===== src/rtl/periodic_task_dispatcher_core_assert.svh =====
// ----------------------------------------------------------------------------
// periodic_task_dispatcher_core_assert.svh
// Assertion macros for the periodic task dispatcher; empty for synthesis.
// ----------------------------------------------------------------------------
`ifndef PERIODIC_TASK_DISPATCHER_CORE_ASSERT_SVH
`define PERIODIC_TASK_DISPATCHER_CORE_ASSERT_SVH

`ifndef SYNTHESIS

`define PTD_ASSERT_NOW(lbl, clk, rst_n, ante, cons, msg) \
    lbl: assert property (@(posedge clk) disable iff (!rst_n) (ante) |-> (cons)) \
        else $error(msg);

`define PTD_ASSERT_NEXT(lbl, clk, rst_n, ante, cons, msg) \
    lbl: assert property (@(posedge clk) disable iff (!rst_n) (ante) |=> (cons)) \
        else $error(msg);

`else

`define PTD_ASSERT_NOW(lbl, clk, rst_n, ante, cons, msg)

`define PTD_ASSERT_NEXT(lbl, clk, rst_n, ante, cons, msg)

`endif

`endif


===== src/rtl/ptd_pkg.sv =====
// ----------------------------------------------------------------------------
// ptd_pkg
// Types and constants shared by the periodic task dispatcher.
// ----------------------------------------------------------------------------
`default_nettype none

package ptd_pkg;

    localparam int unsigned VAL_W     = 16;
    localparam int unsigned DIV_W     = VAL_W + 1;
    localparam int unsigned DIV_CNT_W = 5;
    localparam logic [DIV_CNT_W-1:0] DIV_STEPS = 5'd17;
    localparam logic [VAL_W-1:0] WRAP_RESET = 16'd1000;
    localparam logic [VAL_W-1:0] OVR_MAX = 16'hFFFF;

    typedef enum logic [1:0] {
        CMD_ADD    = 2'd0,
        CMD_TICK   = 2'd1,
        CMD_FINISH = 2'd2
    } cmd_t;

    typedef enum logic [2:0] {
        K_DISPATCH = 3'd0,
        K_OVERRUN  = 3'd1,
        K_TICK_END = 3'd2,
        K_ADD_OK   = 3'd3,
        K_ADD_REJ  = 3'd4,
        K_FINISH   = 3'd5
    } kind_t;

    typedef struct packed {
        logic [VAL_W-1:0] period;
        logic [VAL_W-1:0] offset;
        logic [VAL_W-1:0] overrun;
        logic             running;
    } entry_t;

endpackage

`default_nettype wire


===== src/rtl/periodic_task_dispatcher_core.sv =====
// ----------------------------------------------------------------------------
// periodic_task_dispatcher_core
// Time-triggered cyclic executive: task table in one synchronous RAM.
// ----------------------------------------------------------------------------
// One word in at a time. Add and finish end with one result word. A tick
// advances the wrapping counter with the bit-serial remainder unit, then
// scans each task (one RAM read, a 17-step bit-serial remainder, a write-back
// when due), then emits the tick end word. Each result word waits while
// m_tready holds it back.
// tick_wrap is to be written over the cfg channel while the block is idle;
// the block itself does not enforce this, as cfg_ready is always high. A
// value of zero means 65536. Out-of-range or full-table adds are rejected.
`default_nettype none

module periodic_task_dispatcher_core #(
    parameter int unsigned TASK_SLOTS = 8
) (
    input  wire logic        aclk,
    input  wire logic        aresetn,

    input  wire logic        cfg_valid,
    output logic             cfg_ready,
    input  wire logic [15:0] cfg_data,      // tick_wrap

    input  wire logic        s_tvalid,
    output logic             s_tready,
    input  wire logic [39:0] s_tdata,       // period[15:0], phase_offset[31:16],
                                            // finished_index[34:32], zero fill
    input  wire logic [1:0]  s_tuser,       // command

    output logic             m_tvalid,
    input  wire logic        m_tready,
    output logic [39:0]      m_tdata,       // task_index[2:0], overrun_total[18:3],
                                            // tick_now[34:19], zero fill
    output logic [2:0]       m_tuser,       // kind
    output logic             m_tlast        // last
);

    import ptd_pkg::*;

    localparam int unsigned IDX_W = (TASK_SLOTS > 1) ? $clog2(TASK_SLOTS) : 1;
    localparam int unsigned CNT_W = $clog2(TASK_SLOTS + 1);
    localparam int unsigned CMP_W = (CNT_W > 3) ? CNT_W : 3;
    localparam logic [CNT_W-1:0] SLOTS_C = CNT_W'(TASK_SLOTS);

    typedef enum logic [7:0] {
        S_IDLE  = 8'b0000_0001,
        S_FREAD = 8'b0000_0010,
        S_TDIV  = 8'b0000_0100,
        S_TREAD = 8'b0000_1000,
        S_TMOD  = 8'b0001_0000,
        S_TNEXT = 8'b0010_0000,
        S_TEND  = 8'b0100_0000,
        S_EMIT  = 8'b1000_0000
    } state_t;

    state_t                 state_reg, state_next;
    state_t                 ret_reg, ret_next;
    logic [CNT_W-1:0]       task_count_reg, task_count_next;
    logic [VAL_W-1:0]       tick_reg, tick_next;
    logic [VAL_W-1:0]       wrap_reg;
    logic [IDX_W-1:0]       idx_reg, idx_next;
    logic [2:0]             fin_reg, fin_next;
    entry_t                 ent_reg, ent_next;

    logic [DIV_W-1:0]       div_rem_reg, div_rem_next;
    logic [DIV_W-1:0]       div_dvd_reg, div_dvd_next;
    logic [DIV_W-1:0]       div_dsr_reg, div_dsr_next;
    logic [DIV_CNT_W-1:0]   div_cnt_reg, div_cnt_next;
    logic [DIV_W:0]         div_sh;
    logic [DIV_W-1:0]       div_rem_step;

    kind_t                  res_kind_reg, res_kind_next;
    logic [2:0]             res_idx_reg, res_idx_next;
    logic [VAL_W-1:0]       res_ovr_reg, res_ovr_next;
    logic                   res_last_reg, res_last_next;

    logic                   m_valid_reg, m_valid_next;
    logic [2:0]             m_kind_reg, m_kind_next;
    logic [2:0]             m_idx_reg, m_idx_next;
    logic [VAL_W-1:0]       m_ovr_reg, m_ovr_next;
    logic [VAL_W-1:0]       m_tick_reg, m_tick_next;
    logic                   m_last_reg, m_last_next;

    entry_t                 task_mem [TASK_SLOTS];
    entry_t                 mem_rd_reg;
    logic                   mem_we;
    logic [IDX_W-1:0]       mem_wa;
    entry_t                 mem_wd;
    logic [IDX_W-1:0]       mem_ra;

    logic                   s_acc;
    logic                   out_free;
    logic [DIV_W-1:0]       wrap_mod;
    logic [VAL_W-1:0]       in_period;
    logic [VAL_W-1:0]       in_offset;
    logic [2:0]             in_fin;
    logic                   add_ok;
    logic                   add_commit;
    logic                   fin_hit;
    logic [CNT_W-1:0]       idx_inc;
    logic [VAL_W-1:0]       ovr_inc;
    logic                   due;

    assign cfg_ready = 1'b1;
    assign s_tready  = (state_reg == S_IDLE);
    assign s_acc     = s_tvalid && s_tready;
    assign out_free  = !m_valid_reg || m_tready;

    assign in_period = s_tdata[15:0];
    assign in_offset = s_tdata[31:16];
    assign in_fin    = s_tdata[34:32];

    assign wrap_mod  = (wrap_reg == '0) ? {1'b1, {VAL_W{1'b0}}} : {1'b0, wrap_reg};
    assign add_ok    = (task_count_reg < SLOTS_C) && (in_period != '0)
                       && ({1'b0, in_period} < wrap_mod) && ({1'b0, in_offset} < wrap_mod);
    assign add_commit = s_acc && (s_tuser == CMD_ADD) && add_ok;
    assign fin_hit   = CMP_W'(in_fin) < CMP_W'(task_count_reg);
    assign idx_inc   = CNT_W'(idx_reg) + CNT_W'(1);
    assign ovr_inc   = (ent_reg.overrun != OVR_MAX) ? ent_reg.overrun + VAL_W'(1)
                                                    : ent_reg.overrun;
    assign due       = (div_rem_reg == '0) && (ent_reg.period != '0);

    // bit-serial restoring remainder
    assign div_sh       = {div_rem_reg, div_dvd_reg[DIV_W-1]};
    assign div_rem_step = (div_sh >= {1'b0, div_dsr_reg})
                          ? DIV_W'(div_sh - {1'b0, div_dsr_reg})
                          : div_sh[DIV_W-1:0];

    always_comb begin
        state_next      = state_reg;
        ret_next        = ret_reg;
        task_count_next = task_count_reg;
        tick_next       = tick_reg;
        idx_next        = idx_reg;
        fin_next        = fin_reg;
        ent_next        = ent_reg;
        div_rem_next    = div_rem_reg;
        div_dvd_next    = div_dvd_reg;
        div_dsr_next    = div_dsr_reg;
        div_cnt_next    = div_cnt_reg;
        res_kind_next   = res_kind_reg;
        res_idx_next    = res_idx_reg;
        res_ovr_next    = res_ovr_reg;
        res_last_next   = res_last_reg;
        m_valid_next    = m_valid_reg && !m_tready;
        m_kind_next     = m_kind_reg;
        m_idx_next      = m_idx_reg;
        m_ovr_next      = m_ovr_reg;
        m_tick_next     = m_tick_reg;
        m_last_next     = m_last_reg;
        mem_we          = 1'b0;
        mem_wa          = idx_reg;
        mem_wd          = ent_reg;
        mem_ra          = idx_reg;

        if ((state_reg == S_TDIV || state_reg == S_TMOD) && div_cnt_reg != '0) begin
            div_rem_next = div_rem_step;
            div_dvd_next = {div_dvd_reg[DIV_W-2:0], 1'b0};
            div_cnt_next = div_cnt_reg - DIV_CNT_W'(1);
        end

        unique case (state_reg)
            S_IDLE: begin
                if (s_acc) begin
                    case (s_tuser)
                        CMD_ADD: begin
                            res_ovr_next  = '0;
                            res_last_next = 1'b1;
                            ret_next      = S_IDLE;
                            state_next    = S_EMIT;
                            if (add_ok) begin
                                mem_we          = 1'b1;
                                mem_wa          = IDX_W'(task_count_reg);
                                mem_wd          = '{period: in_period, offset: in_offset,
                                                    overrun: '0, running: 1'b0};
                                task_count_next = task_count_reg + CNT_W'(1);
                                res_kind_next   = K_ADD_OK;
                                res_idx_next    = 3'(task_count_reg);
                            end else begin
                                res_kind_next   = K_ADD_REJ;
                                res_idx_next    = '0;
                            end
                        end
                        CMD_TICK: begin
                            div_rem_next = '0;
                            div_dvd_next = {1'b0, tick_reg} + DIV_W'(1);
                            div_dsr_next = wrap_mod;
                            div_cnt_next = DIV_STEPS;
                            state_next   = S_TDIV;
                        end
                        CMD_FINISH: begin
                            fin_next = in_fin;
                            if (fin_hit) begin
                                mem_ra     = IDX_W'(in_fin);
                                state_next = S_FREAD;
                            end else begin
                                res_kind_next = K_FINISH;
                                res_idx_next  = in_fin;
                                res_ovr_next  = '0;
                                res_last_next = 1'b1;
                                ret_next      = S_IDLE;
                                state_next    = S_EMIT;
                            end
                        end
                        default: ;
                    endcase
                end
            end
            S_FREAD: begin
                mem_we        = 1'b1;
                mem_wa        = IDX_W'(fin_reg);
                mem_wd        = mem_rd_reg;
                mem_wd.running = 1'b0;
                res_kind_next = K_FINISH;
                res_idx_next  = fin_reg;
                res_ovr_next  = mem_rd_reg.overrun;
                res_last_next = 1'b1;
                ret_next      = S_IDLE;
                state_next    = S_EMIT;
            end
            S_TDIV: begin
                if (div_cnt_reg == '0) begin
                    tick_next = div_rem_reg[VAL_W-1:0];
                    idx_next  = '0;
                    mem_ra    = '0;
                    if (task_count_reg == '0) begin
                        state_next = S_TEND;
                    end else begin
                        state_next = S_TREAD;
                    end
                end
            end
            S_TREAD: begin
                ent_next     = mem_rd_reg;
                div_rem_next = '0;
                div_dvd_next = {1'b0, tick_reg} + {1'b0, mem_rd_reg.offset};
                div_dsr_next = {1'b0, mem_rd_reg.period};
                div_cnt_next = DIV_STEPS;
                state_next   = S_TMOD;
            end
            S_TMOD: begin
                if (div_cnt_reg == '0) begin
                    res_idx_next  = 3'(idx_reg);
                    res_last_next = 1'b0;
                    if (!due) begin
                        state_next = S_TNEXT;
                    end else if (ent_reg.running) begin
                        mem_we         = 1'b1;
                        mem_wd.overrun = ovr_inc;
                        res_kind_next  = K_OVERRUN;
                        res_ovr_next   = ovr_inc;
                        ret_next       = S_TEND;
                        state_next     = S_EMIT;
                    end else begin
                        mem_we         = 1'b1;
                        mem_wd.running = 1'b1;
                        res_kind_next  = K_DISPATCH;
                        res_ovr_next   = ent_reg.overrun;
                        ret_next       = S_TNEXT;
                        state_next     = S_EMIT;
                    end
                end
            end
            S_TNEXT: begin
                if (idx_inc < task_count_reg) begin
                    idx_next   = IDX_W'(idx_inc);
                    mem_ra     = IDX_W'(idx_inc);
                    state_next = S_TREAD;
                end else begin
                    state_next = S_TEND;
                end
            end
            S_TEND: begin
                res_kind_next = K_TICK_END;
                res_idx_next  = '0;
                res_ovr_next  = '0;
                res_last_next = 1'b1;
                ret_next      = S_IDLE;
                state_next    = S_EMIT;
            end
            S_EMIT: begin
                if (out_free) begin
                    m_valid_next = 1'b1;
                    m_kind_next  = res_kind_reg;
                    m_idx_next   = res_idx_reg;
                    m_ovr_next   = res_ovr_reg;
                    m_tick_next  = tick_reg;
                    m_last_next  = res_last_reg;
                    state_next   = ret_reg;
                end
            end
            default: state_next = S_IDLE;
        endcase
    end

    always_ff @(posedge aclk) begin
        if (!aresetn) begin
            state_reg      <= S_IDLE;
            ret_reg        <= S_IDLE;
            task_count_reg <= '0;
            tick_reg       <= '0;
            wrap_reg       <= WRAP_RESET;
            m_valid_reg    <= 1'b0;
            div_cnt_reg    <= '0;
        end else begin
            state_reg      <= state_next;
            ret_reg        <= ret_next;
            task_count_reg <= task_count_next;
            tick_reg       <= tick_next;
            m_valid_reg    <= m_valid_next;
            div_cnt_reg    <= div_cnt_next;
            if (cfg_valid && cfg_ready) begin
                wrap_reg <= cfg_data;
            end
        end
    end

    always_ff @(posedge aclk) begin
        idx_reg      <= idx_next;
        fin_reg      <= fin_next;
        ent_reg      <= ent_next;
        div_rem_reg  <= div_rem_next;
        div_dvd_reg  <= div_dvd_next;
        div_dsr_reg  <= div_dsr_next;
        res_kind_reg <= res_kind_next;
        res_idx_reg  <= res_idx_next;
        res_ovr_reg  <= res_ovr_next;
        res_last_reg <= res_last_next;
        m_kind_reg   <= m_kind_next;
        m_idx_reg    <= m_idx_next;
        m_ovr_reg    <= m_ovr_next;
        m_tick_reg   <= m_tick_next;
        m_last_reg   <= m_last_next;
    end

    // task table: one write port, one registered read port
    always_ff @(posedge aclk) begin
        if (mem_we) begin
            task_mem[mem_wa] <= mem_wd;
        end
        mem_rd_reg <= task_mem[mem_ra];
    end

    assign m_tvalid = m_valid_reg;
    assign m_tdata  = {5'b0, m_tick_reg, m_ovr_reg, m_idx_reg};
    assign m_tuser  = m_kind_reg;
    assign m_tlast  = m_last_reg;

    `include "periodic_task_dispatcher_core_assert.svh"

    `PTD_ASSERT_NOW(a_mid_word_kind, aclk, aresetn, m_tvalid && !m_tlast, (m_tuser == K_DISPATCH) || (m_tuser == K_OVERRUN), "non-final word is not dispatch or overrun")

    `PTD_ASSERT_NEXT(a_overrun_ends_scan, aclk, aresetn, (state_reg == S_EMIT) && out_free && (res_kind_reg == K_OVERRUN), state_reg == S_TEND, "scan continued after overrun")

    `PTD_ASSERT_NEXT(a_count_only_on_add, aclk, aresetn, !add_commit, $stable(task_count_reg), "task count changed without an accepted add")

endmodule

`default_nettype wire


===== config.mk =====
export PLATFORM = sky130hd
export DESIGN_NAME = periodic_task_dispatcher_core
export DESIGN_NICKNAME = d
export VERILOG_FILES = /design/src/rtl/ptd_pkg.sv /design/src/rtl/periodic_task_dispatcher_core.sv
export VERILOG_INCLUDE_DIRS = /design/src /design/src/rtl
export SDC_FILE = /design/constraint.sdc
export NUM_CORES = 1
export LEC_CHECK = 0
export ABC_AREA = 1
export BUFFER_PORTS_ARGS = -buffer_cell sky130_fd_sc_hd__buf_2
export CELL_PAD_IN_SITES_DETAIL_PLACEMENT = 2
export CELL_PAD_IN_SITES_GLOBAL_PLACEMENT = 2
export CORE_MARGIN = 2
export CORE_UTILIZATION = 35
export DETAILED_ROUTE_END_ITERATION = 7
export GPL_TIMING_DRIVEN = 0
export HOLD_SLACK_MARGIN = 0.12
export MAX_ROUTING_LAYER = met4
export PLACE_DENSITY = 0.77
export SLEW_MARGIN = 5
export SYNTH_ARGS = -nofsm -noshare
export SYNTH_HDL_FRONTEND = slang
export SYNTH_SLANG_ARGS = --single-unit

===== constraint.sdc =====
create_clock -name aclk -period 13 [get_ports aclk]
set_input_delay 3.25 -clock aclk [delete_from_list [all_inputs] [get_ports aclk]]
set_output_delay 3.25 -clock aclk [all_outputs]
set_load 0.005 [all_outputs]

==> flow_summary.ini <==
[synthesis]
synth.cell_area_um2 = 30970
synthArstFlopShare_pct = 0
yosys_most_used_dff = edfxtp_1
syn_area_per_cell_um2 = 9.532
seq_area_frac_synth_pct = 59.80
synth_edf_count = 526
ys_ff_latch = 662
synth_cell_types = 61
syn-instance-count = 3249
ys_warn_count = 0

[power]
ir_drop_mv = 0.09492
p_per_area_nw_per_um2 = 164.0
p_total_mw = 5.893
switchingPower_mw = 1.852
comb_power_share_pct = 19.2
p_sw_share_pct = 31.42
clockPowerShare_pct = 36.2
p_int_mw = 4.042
leakage_nw = 14.97
seq_power_share_pct = 44.6

[finish]
nets = 3589
drive_gt1_share_pct = 10.23
fin_cells = 4675
layout_common_cells = 1024 x nand2_1, 526 x edfxtp_1, 304 x nand3_1, 297 x inv_1, 169 x buf_2
largest_reg_flops = 392
stdcell_area_um2 = 35940
final_common_cell = nand2_1
syn_to_final_growth_pct = 16.06

[setup_path]
startpoint_type = primary input
cp-end-kind = flop
worstPathMaxFanout = 21
worstPathArrival_ns = 7.25
ff2ff_path_depth = 15
r2r_slack_ns = 8.35
rr_startpoint = wrap_reg[15]
crit_type = in -> reg
worstReg2RegEnd = task_mem[3][41]
cp-startpoint = s_tdata[31]
worst-endpoint-required_ns = 13.33

[clock_tree]
cts_max_path_buffers = 3
htreeDepth = 3
cts_tree = done
cts_buffers = 75
numClockSinks = 662
cts_setup_buffers = 0
cts.clk_slew.worst_paths_ns = 0.06
ctsResizeCount = 0
hold_buffers = 0
clock_latency_ns = 0.64
cts-root-buf = clkbuf_16

[flow_run]
cap_violations = 0

[status]
status = finished clean

[die]
die-area_um2 = 90880
die_h_um = 301.5
die_w_um = 301.5
fp-row-count = 109
fp.coreArea_um2 = 88100
start_util_pct = 35.15
pin_count = 110

[sta]
tightest_slew_ns = 1.029
max-slew-margin-rel_pct = 31.39
slew_violations = 0
setup_violations = 0
max_freq_mhz = 144.3
hold_violations = 0
setup_tns_ns = 0
min_period_ns = 6.929
finalClockSkew_ns = 0.03155
rsz0062_at_grt = no
period_share_pct = 53.30

[placed_design]
portBuffers = 98
place_hpwl_um = 83760
postPlaceCellArea_um2 = 33470
dp_cells = 4535
gp_routability_congestion = 0.9169

[drt]
vias = 24810
wl_met1_um = 47400
final_antenna_net_count = 0
vias_per_cell = 5.307
routed_wl_um = 112000
drc = 0
first_pass_iters = 5
first_iter_violations = 1430
routed.top_layer = met4
wl_per_cell_um = 23.95
route.met2.wl_um = 56780
wl_met3_um = 4405

[min_path]
holdCritPathClass = reg -> reg
hp-start = res_ovr_reg[9]
min_to = m_ovr_reg[9]
min_delay_path_depth = 0

[grt]
gr-total-overflow = 0
grt_pass1_wl_um = 169100
grt_pass1_vias = 27130
grt.total_usage_pct = 25.43
grt_max_degree = 53
antenna_found_initial = 2
==> power by group through the flow <==
stage | Sequential, mW | Clock [mW] | Combinational (mW)
final | 2.63 | 2.13 | 1.13
after detailed placement | 2.67 | 0 | 1.12
after global routing | 2.64 | 2.25 | 1.25
after floorplan | 2.60 | 0 | 0.652
after CTS | 2.63 | 2.18 | 1.13
after global placement | 2.66 | 0 | 1.05
==> how the worst max path moves through the flow <==
stage                     slack, ns              end  depth (start not counted)
after floorplan                5.80   task_mem[7][0]                         11
after global placement         2.48  task_mem[5][40]                         13
after detailed placement       5.44  task_mem[3][36]                         15
after CTS                      6.07  task_mem[3][37]                         15
after global routing           5.89  task_mem[3][37]                         15
final                          6.07  task_mem[3][41]                         15
==> critical path, cell delays in order <==
cell	delay (ns)
buf_2	0.14
ha_1	0.30
nand2_1	0.08
nor2_1	0.11
nand3_1	0.07
a21oi_1	0.45
a21oi_1	0.16
nand4_1	0.17
clkbuf_1	0.60
nand3_1	0.24
nand3_1	0.16
nand2_1	0.30
nor2_4	0.73
buf_16	0.24
buf_16	0.18
==> cell usage after synthesis, types with 6 or more instances <==
cell,count,area (um2)
a21oi_1,117,585.6
a31oi_1,8,50.05
buf_2,71,355.3
buf_4,12,90.09
clkbuf_1,67,251.5
dfxtp_1,136,2723
edfxtp_1,526,15800
ha_1,77,963.4
inv_1,297,1115
inv_2,12,45.04
nand2_1,1024,3844
nand3_1,304,1521
nand3b_1,100,750.7
nand4_1,52,325.3
nor2_1,126,473.0
nor3_1,18,90.09
nor4_1,6,37.54
o211ai_1,17,127.6
o21ai_0,140,700.7
o221ai_1,11,96.34
o22ai_1,18,112.6
o31ai_1,6,45.04
or2_2,6,37.54
xnor2_1,9,78.83
xor2_1,23,201.4
==> per-layer routing <==
| metal | up-vias | GRT usage [%] |
|---|---|---|
| met3 | 162 | 2.442 |
| met1 | 12690 | 30.94 |
| met5 | - | - |
| li1 | 11420 | - |
| met4 | 0 | 8.239 |
| met2 | 538 | 44.37 |
==> cell type report <==
type | count | area (um2)
antenna | 1 | 2.502
buffer | 154 | 723.2
clock buffer | 101 | 2117
clock inverter | 38 | 349.1
fill | 9536 | 52160
inverter | 311 | 1167
multi-input combinational | 2126 | 10660
sequential | 662 | 18520
tap | 1165 | 1458
timing repair buffer | 117 | 952.2
==> kinds of logic (layout without fill, tap and decap cells) <==
logic type	count (synthesis)	after routing	synth area share [%]
AND/OR/NAND/NOR	1657	1657	23.42
adder cells (fa/ha/maj)	79	79	3.240
buffers and inverters	465	721	6.093
other	2	7	0.02425
XOR/XNOR	32	32	0.9050
flip-flops	662	662	59.80
multiplexers	1	1	0.03232
AO/OA/AOI/OAI	351	351	6.489
==> stage by stage <==
step	hold WS [ns]	setup WS (ns)	utilization, %
after global routing	0.4233	5.891	40.79
after detailed placement	0.4062	5.438	37.99
after global placement	0.4031	2.477	37.38
after floorplan	0.3855	5.796	-
final	0.4240	6.071	40.80
after CTS	0.4207	6.075	40.79
Note: power is estimated with default switching activity, not from simulation.
